File: src/rtl/u8dec_pkg.sv
`timescale 1ns / 1ps

package u8dec_pkg;

   localparam int unsigned BYTE_BITS      = 8;
   localparam int unsigned CP_BITS        = 26;
   localparam int unsigned LEFT_BITS      = 3;
   localparam int unsigned OUT_COUNT_BITS = 16;
   localparam int unsigned MAX_CHAR_BITS  = 16;
   localparam int unsigned CONT_BITS      = 6;

   localparam logic [OUT_COUNT_BITS-1:0] OUT_COUNT_MAX = '1;

   // continuation bytes still expected after each kind of lead byte
   localparam logic [LEFT_BITS-1:0] LEFT_NONE  = 3'd0;
   localparam logic [LEFT_BITS-1:0] LEFT_TWO   = 3'd1;
   localparam logic [LEFT_BITS-1:0] LEFT_THREE = 3'd2;
   localparam logic [LEFT_BITS-1:0] LEFT_FOUR  = 3'd3;
   localparam logic [LEFT_BITS-1:0] LEFT_FIVE  = 3'd4;

   typedef struct packed {
      logic [BYTE_BITS-1:0] in_byte;
      logic                 end_of_string;
   } req_type;

   typedef struct packed {
      logic [CP_BITS-1:0]        code_point;
      logic                      char_valid;
      logic                      last;
      logic [OUT_COUNT_BITS-1:0] char_count;
   } rsp_type;

   typedef struct packed {
      logic [LEFT_BITS-1:0] bytes_left;
      logic [CP_BITS-1:0]   accumulator;
      logic                 stopped;
   } seq_state_type;

endpackage

File: src/rtl/u8dec_step.sv
`timescale 1ns / 1ps

module u8dec_step #(
   parameter int unsigned COUNT_BITS = 16
) (
   input  u8dec_pkg::req_type                     req,
   input  u8dec_pkg::seq_state_type               seq_state,
   input  logic [COUNT_BITS-1:0]                  emitted_count,
   input  logic [u8dec_pkg::MAX_CHAR_BITS-1:0]    max_chars,
   output u8dec_pkg::seq_state_type               seq_state_next,
   output logic [COUNT_BITS-1:0]                  emitted_count_next,
   output u8dec_pkg::rsp_type                     rsp,
   output logic                                   rsp_fire
);

   localparam int unsigned CMP_BITS =
      (COUNT_BITS > u8dec_pkg::MAX_CHAR_BITS) ? COUNT_BITS : u8dec_pkg::MAX_CHAR_BITS;

   logic [u8dec_pkg::BYTE_BITS-1:0] b;
   logic                            done;
   logic                            limit_hit;
   logic [CMP_BITS-1:0]             count_wide;
   logic [COUNT_BITS-1:0]           count_upd;
   u8dec_pkg::seq_state_type        st;

   assign b = req.in_byte;
   assign limit_hit = (max_chars != '0) &&
                      (CMP_BITS'(emitted_count) >= CMP_BITS'(max_chars));

   always_comb begin
      st   = seq_state;
      done = 1'b0;
      if (seq_state.bytes_left != u8dec_pkg::LEFT_NONE) begin
         st.accumulator = {seq_state.accumulator[u8dec_pkg::CP_BITS-u8dec_pkg::CONT_BITS-1:0],
                           b[u8dec_pkg::CONT_BITS-1:0]};
         st.bytes_left  = seq_state.bytes_left - u8dec_pkg::LEFT_BITS'(1);
         done           = (seq_state.bytes_left == u8dec_pkg::LEFT_TWO);
      end else if (!seq_state.stopped && limit_hit) begin
         st.stopped = 1'b1;
      end else if (!seq_state.stopped) begin
         unique case (b) inside
            8'b0???????: begin
               st.accumulator = u8dec_pkg::CP_BITS'(b);
               done           = 1'b1;
            end
            8'b110?????: begin
               st.accumulator = u8dec_pkg::CP_BITS'(b[4:0]);
               st.bytes_left  = u8dec_pkg::LEFT_TWO;
            end
            8'b1110????: begin
               st.accumulator = u8dec_pkg::CP_BITS'(b[3:0]);
               st.bytes_left  = u8dec_pkg::LEFT_THREE;
            end
            8'b11110???: begin
               st.accumulator = u8dec_pkg::CP_BITS'(b[2:0]);
               st.bytes_left  = u8dec_pkg::LEFT_FOUR;
            end
            default: begin
               st.accumulator = u8dec_pkg::CP_BITS'(b[1:0]);
               st.bytes_left  = u8dec_pkg::LEFT_FIVE;
            end
         endcase
      end
   end

   // saturating per-string count
   assign count_upd  = (done && (emitted_count != '1)) ?
                       emitted_count + COUNT_BITS'(1) : emitted_count;
   assign count_wide = CMP_BITS'(count_upd);

   always_comb begin
      rsp.code_point = done ? st.accumulator : '0;
      rsp.char_valid = done;
      rsp.last       = req.end_of_string;
      rsp.char_count = (count_wide > CMP_BITS'(u8dec_pkg::OUT_COUNT_MAX)) ?
                       u8dec_pkg::OUT_COUNT_MAX : count_wide[u8dec_pkg::OUT_COUNT_BITS-1:0];
      rsp_fire       = done || req.end_of_string;

      seq_state_next = st;
      if (done) begin
         seq_state_next.accumulator = '0;
      end
      emitted_count_next = count_upd;
      if (req.end_of_string) begin
         seq_state_next     = '0;
         emitted_count_next = '0;
      end
   end

endmodule

File: src/rtl/utf8_to_code_point_decoder.sv
`timescale 1ns / 1ps

// UTF-8 decoder: takes one byte per req beat, with end_of_string on the final
// byte, and returns one rsp beat per completed code point or final byte; the
// final byte's beat carries last and the string's code point count. Lead bytes
// 0xxxxxxx, 110xxxxx, 1110xxxx and 11110xxx open 1- to 4-byte sequences, any
// other lead opens a 5-byte sequence; continuation bytes give their low six
// bits unchecked. A truncated sequence at the end is dropped. A nonzero
// max_chars (csr) stops decoding for the rest of the string once reached.
// Throughput is one byte per cycle while req_ready is high; results leave from
// the output register. A two-entry output stage (output register plus skid
// register) keeps req_ready registered: req_ready falls only while the skid
// register holds a beat, which happens once a new result arrives while the
// output register holds a beat and rsp_ready is low.

module utf8_to_code_point_decoder #(
   parameter int unsigned COUNT_BITS = 16
) (
   input  logic                                clock,
   input  logic                                reset,
   input  logic                                req_valid,
   output logic                                req_ready,
   input  u8dec_pkg::req_type                  req_data,
   output logic                                rsp_valid,
   input  logic                                rsp_ready,
   output u8dec_pkg::rsp_type                  rsp_data,
   input  logic                                csr_valid,
   output logic                                csr_ready,
   input  logic [u8dec_pkg::MAX_CHAR_BITS-1:0] csr_data
);

   logic [u8dec_pkg::MAX_CHAR_BITS-1:0] max_chars_ff;
   u8dec_pkg::seq_state_type            seq_state_ff, seq_state_in;
   logic [COUNT_BITS-1:0]               emitted_ff, emitted_in;
   logic                                out_valid_ff, out_valid_in;
   u8dec_pkg::rsp_type                  out_data_ff, out_data_in;
   logic                                skid_valid_ff, skid_valid_in;
   u8dec_pkg::rsp_type                  skid_data_ff, skid_data_in;

   u8dec_pkg::seq_state_type            step_state;
   logic [COUNT_BITS-1:0]               step_emitted;
   u8dec_pkg::rsp_type                  step_rsp;
   logic                                step_fire;
   logic                                req_accept;
   logic                                fire;
   logic                                out_free;

   u8dec_step #(
      .COUNT_BITS (COUNT_BITS)
   ) u_step (
      .req                (req_data),
      .seq_state          (seq_state_ff),
      .emitted_count      (emitted_ff),
      .max_chars          (max_chars_ff),
      .seq_state_next     (step_state),
      .emitted_count_next (step_emitted),
      .rsp                (step_rsp),
      .rsp_fire           (step_fire)
   );

   assign req_ready  = !skid_valid_ff;
   assign csr_ready  = 1'b1;
   assign rsp_valid  = out_valid_ff;
   assign rsp_data   = out_data_ff;
   assign req_accept = req_valid && req_ready;
   assign fire       = req_accept && step_fire;
   assign out_free   = !out_valid_ff || rsp_ready;

   always_comb begin
      seq_state_in  = req_accept ? step_state : seq_state_ff;
      emitted_in    = req_accept ? step_emitted : emitted_ff;
      out_valid_in  = out_valid_ff;
      out_data_in   = out_data_ff;
      skid_valid_in = skid_valid_ff;
      skid_data_in  = skid_data_ff;
      if (out_free) begin
         if (skid_valid_ff) begin
            out_valid_in  = 1'b1;
            out_data_in   = skid_data_ff;
            skid_valid_in = fire;
            skid_data_in  = step_rsp;
         end else begin
            out_valid_in = fire;
            out_data_in  = step_rsp;
         end
      end else if (fire) begin
         skid_valid_in = 1'b1;
         skid_data_in  = step_rsp;
      end
   end

   always_ff @(posedge clock) begin
      if (reset) begin
         max_chars_ff  <= '0;
         seq_state_ff  <= '0;
         emitted_ff    <= '0;
         out_valid_ff  <= 1'b0;
         skid_valid_ff <= 1'b0;
      end else begin
         if (csr_valid && csr_ready) begin
            max_chars_ff <= csr_data;
         end
         seq_state_ff  <= seq_state_in;
         emitted_ff    <= emitted_in;
         out_valid_ff  <= out_valid_in;
         skid_valid_ff <= skid_valid_in;
      end
   end

   always_ff @(posedge clock) begin
      out_data_ff  <= out_data_in;
      skid_data_ff <= skid_data_in;
   end

`ifndef NO_ASSERTIONS
   a_skid_behind_out : assert property (@(posedge clock) disable iff (reset)
      skid_valid_ff |-> out_valid_ff)
      else $error("skid register holds a beat while output register is empty");

   a_idle_cp_zero : assert property (@(posedge clock) disable iff (reset)
      (out_valid_ff && !out_data_ff.char_valid) |-> (out_data_ff.code_point == '0))
      else $error("code point nonzero on a beat without a character");

   a_mid_string_has_char : assert property (@(posedge clock) disable iff (reset)
      (out_valid_ff && !out_data_ff.last) |-> out_data_ff.char_valid)
      else $error("mid-string beat without a character");

   a_string_clear : assert property (@(posedge clock) disable iff (reset)
      (req_accept && req_data.end_of_string) |=>
         (seq_state_ff == '0) && (emitted_ff == '0))
      else $error("string state not cleared after final byte");
`endif

endmodule
File: config.mk
export PLATFORM = sky130hd
export DESIGN_NAME = utf8_to_code_point_decoder
export DESIGN_NICKNAME = d
export VERILOG_FILES = /design/src/rtl/u8dec_pkg.sv /design/src/rtl/u8dec_step.sv /design/src/rtl/utf8_to_code_point_decoder.sv
export SDC_FILE = /design/constraint.sdc
export NUM_CORES = 1
export LEC_CHECK = 0
export ABC_AREA = 1
export BUFFER_PORTS_ARGS = -buffer_cell sky130_fd_sc_hd__buf_4
export CORE_ASPECT_RATIO = 0.5
export CORE_MARGIN = 1
export CORE_UTILIZATION = 55
export DETAILED_ROUTE_END_ITERATION = 6
export GPL_ROUTABILITY_DRIVEN = 1
export GPL_TIMING_DRIVEN = 0
export PLACE_DENSITY = 0.75
export SYNTH_ARGS = -nofsm -noshare
export SYNTH_HDL_FRONTEND = slang
export SYNTH_SLANG_ARGS = --single-unit
File: constraint.sdc
create_clock -name clock -period 10.4 [get_ports clock]
set_input_delay 2.08 -clock clock [delete_from_list [all_inputs] [get_ports clock]]
set_output_delay 2.08 -clock clock [all_outputs]
set_load 0.05 [all_outputs]
==> qor.csv, run 1 <==
metric,value,unit
status,completed,
number of CTS-inserted buffers,17,
commonest cells in the netlist,"nand2_1 (185), inv_1 (99), edfxtp_1 (88), dfxtp_1 (64), nor2_1 (57)",
largest net degree at the start of global routing,28,
cell taking the most area after synthesis,edfxtp_1,
maximum clock frequency,250,MHz
initial antenna violation count,0,
DIE AREA,14100,sq um
Final Cycle Share,38.4,%
sequential cell area,3920,sq um
"Warnings, synthesis",0,
Post-DP HPWL,11.7,mm
vias in the first global route,5730,
GP Congestion,0.924,
Critical path origin,skid_valid_ff$_SDFFE_PP0P_,
GRT Total Usage,24.7,%
R2R Path End,skid_data_ff[9]$_DFFE_PP_,
Detailed Routing Iterations Pass 1,5,
Yosys cell types,44,
Least-Margin Pin Slew,0.692,ns
Antenna Nets Post-Route,0,
# Max-Cap Violations,0,
Non-Filler Instances,1104,
CTS clock-pin slew for the worst setup and hold paths,0.06,ns
postcts setup bufs,0,
critical path startpoint category,flip-flop,
critical path class,flip-flop to output port,
IO buf count,74,
max_slew headroom,53.7,%
post-route cell area,8890,sq um
Die W,167,um
Worst Setup EP,req_ready,
RSZ-0062 raised after global routing,no,
Seq cells post-synth,152,
top cells by area in the synthesized netlist,"edfxtp_1 (35%), dfxtp_1 (17%), nand2_1 (9.3%), inv_1 (5.0%), a21oi_1 (3.6%)",
worst hold path class,flip-flop to flip-flop,
TNS Setup,0,ns
clock sink count,152,
Final nets,971,
fin crit period,4.00,ns
hold_buf cts,0,
PostCTS Resize Cnt,0,
Core Area,13000,sq um
Post-synth EDFFs,88,
most numerous cell in the Yosys netlist,nand2_1,
I/O pin cnt,77,
top-area cell type share of the netlist area,35.4,%
clk_skew,0.00896,ns
worst skew pair latency,0.43,ns
R2R Setup Slk,7.26,ns
drt drc,0,
Mapped Area,7470,sq um
clk root buf,clkbuf_16,
RR Startpoint,emitted_ff[2]$_SDFFE_PP0P_,
fill count,1018,
Vias,6032,
Async SR Flop Fraction,0,%
die height,84.4,um
placed inst area,8290,sq um
power consumption,1.55,mW
Required @ worst endpoint,8.32,ns
top_reg_cell synth,edfxtp_1,
ratio of cells with drive above 1 in the final layout,21.3,%
Multi-input gate area,2950,sq um
1st-iter DRT viols,492,
Cells after Synth,826,
placed insts,1072,
Max Root-Sink Buffers,2,
total number of H-tree levels,4,
fin. max-slew vios,0,
maximum vdd drop,0.0884,mV
R2R cell count,16,
number of diodes,0,
Hold Startpoint,seq_state_ff[25]$_SDFFE_PP0P_,
CTS tree,built,
global route total overflow,0,
Power Density,175,nW/um^2
global-route wire length before repair,27.4,mm
Finished Core Util,68.6,%
post-synthesis sequential area ratio,52.6,%
Mapped Nets,876,
CP endpoint kind,output port,
Critical Path Fanout Max,10,
Final Hold Viols,0,
Finish-stage setup viols,0,
initial core utilization,57.6,%
num rows,29,
CP arrival,1.92,ns
Wirelength per Cell,15.0,um
Area Growth Syn to Fin,19.1,%
vias per cell,5.46,
Leak Pwr,3.47,nW
WL final,16.5,mm
Synth Area per Inst,9.04,sq um
## registers in the layout (all words and copies together) (netlist names)
signal and flops:
seq_state_ff 30, rsp_data 44, max_chars_ff 16, emitted_ff 16
skid_data_ff 44, rsp_valid 1, skid_valid_ff 1
## worst max-delay path, cell delays in order, from the launching register on
cell and delay, ns:
dfxtp_1 0.29, buf_2 0.19, inv_1 0.25, clkbuf_1 0.45, buf_4 0.30
## worst min path at each step
stage | to | slack [ns] | cells past startpoint
3_3_place_gp | seq_state_ff[21]$_SDFFE_PP0P_ | 0.45 | 2
6_report | seq_state_ff[25]$_SDFFE_PP0P_ | 0.46 | 2
5_1_grt | seq_state_ff[8]$_SDFFE_PP0P_ | 0.48 | 2
3_5_place_dp | seq_state_ff[25]$_SDFFE_PP0P_ | 0.46 | 2
2_1_floorplan | seq_state_ff[16]$_SDFFE_PP0P_ | 0.45 | 2
4_1_cts | seq_state_ff[25]$_SDFFE_PP0P_ | 0.47 | 2
## kinds of logic (layout without fill, tap and decap cells)
family	count (synthesis)	after routing	synth area share, %
buf+inv	138	246	8.09
simple gates	345	345	22.7
xor+xnor	8	8	0.938
compound gates	162	162	12.3
other cells	1	1	0.0502
fa+ha+maj	20	20	3.35
flops	152	152	52.6
## layout by cell type (no fill, tap or decap), types with 3 or more instances in the layout
cell and n:
nand2_1 185, inv_1 98, edfxtp_1 88, buf_4 76
dfxtp_1 64, nor2_1 57, a21oi_1 54, o21ai_0 32
nand3_1 30, o21ai_1 26, nand2_2 25, clkbuf_1 21
ha_1 20, o22ai_1 19, a21oi_2 17, clkbuf_16 17
a31oi_1 12, nand3_2 10, nand4_1 6, nand2_4 6
buf_2 5, inv_2 4, nor3_1 4, nor4_1 4
xnor2_1 4, xor2_1 4, inv_6 4, buf_8 3
buf_6 3, buf_12 3, bufinv_16 3, clkinvlp_4 3
## power breakdown
group | switching (mW) | leakage, nW | internal, mW
registers | 0.0105 | 1.45 | 0.666
clock network | 0.258 | 0.285 | 0.381
logic | 0.170 | 1.74 | 0.0685
## per-layer routing
| layer | GRT usage [%] | vias to the layer above | wire length, um |
|---|---|---|---|
| li1 | - | 2944 | - |
| met1 | 31.5 | 2844 | 7280 |
| met2 | 41.9 | 204 | 7990 |
| met3 | 4.20 | 40 | 837 |
| met4 | 10.9 | 0 | 403 |
| met5 | 0 | - | 0 |
## per-stage QoR
| step | hold WS [ns] | setup WS (ns) |
|---|---|---|
| final | 0.463 | 6.40 |
| after CTS | 0.465 | 6.41 |
| after detailed placement | 0.455 | 6.26 |
| after floorplan | 0.445 | 3.79 |
| after global placement | 0.452 | 1.85 |
| after global routing | 0.482 | 6.31 |
## area by class of cell
class / count / area share [%]
Buffer: 35 / 2.45
Inverter: 103 / 4.35
Multi-Input combinational cell: 536 / 33.2
Tap cell: 170 / 2.39
Timing Repair Buffer: 76 / 6.70
Sequential cell: 152 / 44.1
Clock inverter: 13 / 1.91
Clock buffer: 19 / 4.87
No activity file was read; power rests on OpenSTA's default activity.
==> run 2, diff against run 1 <==
CORE_UTILIZATION = 53   (was 55)
PLACE_DENSITY = 0.76   (was 0.75)
clock period = 3.2 ns   (was 10.4 ns; I/O delays follow)
==> qor.csv, run 2 (same netlist as run 1, synthesis figures left out) <==
metric,value,unit
CP peak stage delay,0.52,ns
Post-DP HPWL,11.6,mm
number of diodes,0,
RR Startpoint,emitted_ff[15]$_SDFFE_PP0P_,
routed length on met2,8.30,mm
CP endpoint kind,flip-flop,
die height,85.9,um
RSZ-0062 raised after global routing,no,
top layer in use,met4,
clk_skew,0.00996,ns
Max Root-Sink Buffers,2,
maximum clock frequency,340,MHz
global-route wire length before repair,27.1,mm
Final Hold Viols,0,
Detailed Routing Iterations Pass 1,6,
CTS tree,built,
max_slew headroom,55.0,%
GRT Total Usage,24.0,%
# Max-Cap Violations,0,
met3 WL,1.12,mm
R2R Setup Slk,0.26,ns
I/O pin cnt,77,
DIE AREA,14600,sq um
IO buf count,74,
fin crit period,2.94,ns
post-place setup slack,-0.323,ns
Wirelength per Cell,15.4,um
Area Growth Syn to Fin,20.4,%
worst hold path class,input port to flip-flop,
"commonest non-fill, non-tap cells in the layout","nand2_1 (185), inv_1 (98), edfxtp_1 (88)",
Vias,6047,
1st-iter DRT viols,557,
critical path startpoint category,flip-flop,
ratio of cells with drive above 1 in the final layout,21.8,%
maximum vdd drop,0.385,mV
R2R Path End,skid_data_ff[10]$_DFFE_PP_,
CTS clock-pin slew for the worst setup and hold paths,0.06,ns
Least-Margin Pin Slew,0.674,ns
Worst Setup EP,skid_data_ff[10]$_DFFE_PP_,
"commonest non-fill, non-tap cell in the layout",nand2_1,
vias per cell,5.36,
WL final,17.4,mm
Critical Path Fanout Max,11,
Final Cycle Share,91.8,%
R2R cell count,11,
clk root buf,clkbuf_16,
vias in the first global route,5686,
hold_buf cts,0,
total number of H-tree levels,4,
met1 WL,7.61,mm
Final nets,973,
Die W,170,um
slowest CP cell,o21ai_4,
final worst setup slack,0.262,ns
largest net degree at the start of global routing,28,
worst skew pair latency,0.43,ns
fill count,1109,
global route total overflow,0,
clock sink count,152,
initial core utilization,54.6,%
critical path class,flip-flop to flip-flop,
post-route cell area,8990,sq um
num rows,30,
Critical path origin,emitted_ff[15]$_SDFFE_PP0P_,
Leak Pwr,3.51,nW
fin. max-slew vios,0,
CP arrival,3.00,ns
Core Area,13700,sq um
drt drc,0,
Power Density,580,nW/um^2
placed inst area,8290,sq um
initial antenna violation count,0,
Required @ worst endpoint,3.26,ns
Finish-stage setup viols,0,
status,completed,
number of CTS-inserted buffers,17,
worst path cell trace,ha_1 -> a21oi_1 -> o21ai_0 -> a21oi_1 -> nand2_2 -> nand2_4 -> nand2_4 -> nand2_8 -> buf_8 -> o21ai_2 -> o21ai_4,
GP Congestion,0.941,
Antenna Nets Post-Route,0,
run 2: cell type report:
class	count	area, sq um	share of cell area [%]
flip-flops and latches	152	3920	43.6
plain buffers	35	218	2.42
clock buffers	17	425	4.73
well taps	192	240	2.67
multi-input cells	539	3000	33.4
repair buffers	75	576	6.40
inverters	103	387	4.30
clock inverters	15	221	2.46
run 2: worst min path at each step:
stage                                  startpoint                            end  slack, ns  cells past startpoint
detailed placement   seq_state_ff[2]$_SDFFE_PP0P_   seq_state_ff[2]$_SDFFE_PP0P_       0.46                      2
finish                                csr_data[0]   max_chars_ff[0]$_SDFFE_PP0P_       0.43                      3
global placement     seq_state_ff[2]$_SDFFE_PP0P_   seq_state_ff[2]$_SDFFE_PP0P_       0.45                      2
floorplan           seq_state_ff[16]$_SDFFE_PP0P_  seq_state_ff[16]$_SDFFE_PP0P_       0.45                      2
global route                          csr_data[0]   max_chars_ff[0]$_SDFFE_PP0P_       0.44                      3
CTS                                   csr_data[0]   max_chars_ff[0]$_SDFFE_PP0P_       0.44                      3
run 2: timing repair:
action | 4_1_cts | 5_1_grt
endpoints found under the setup margin | 44 | 44
pin swaps | 0 | 2
buffers inserted | 0 | 0
cloned | 1 | 2
gates resized for setup | 1 | 3
run 2: critical path: cells and delay by family (launching register included):
family                     cells  cell delay, ns
DFF                            1            0.47
adders and majority gates      1            0.31
and+or+nand+nor                4            0.45
AOI/OAI and AO/OA              5            1.16
buffers and inverters          1            0.16
run 2: stage by stage:
stage | std cells | util, % | hold slack (ns) | power, mW | setup TNS, ns
detailed placement | 1093 | 60.7 | 0.457 | 3.01 | -14.15
floorplan | 826 | - | 0.445 | 2.78 | 0
global route | 1128 | 65.8 | 0.444 | 5.36 | 0
CTS | 1126 | 65.5 | 0.436 | 5.21 | 0
global placement | 1092 | 60.5 | 0.451 | 2.99 | -12.51
finish | 1128 | 65.8 | 0.434 | 5.21 | 0
run 2: report_power, final:
part | leakage, nW | internal, mW | switching, mW
clock | 0.318 | 1.39 | 0.840
sequential | 1.45 | 2.17 | 0.0334
combinational | 1.75 | 0.223 | 0.564
total | 3.51 | 3.78 | 1.44
run 2: per-layer routing:
layer  vias up  track usage, %
met3        34            5.35
met2       212            40.4
met5         -               0
li1       2960               -
met4         0            8.76
met1      2841            30.5
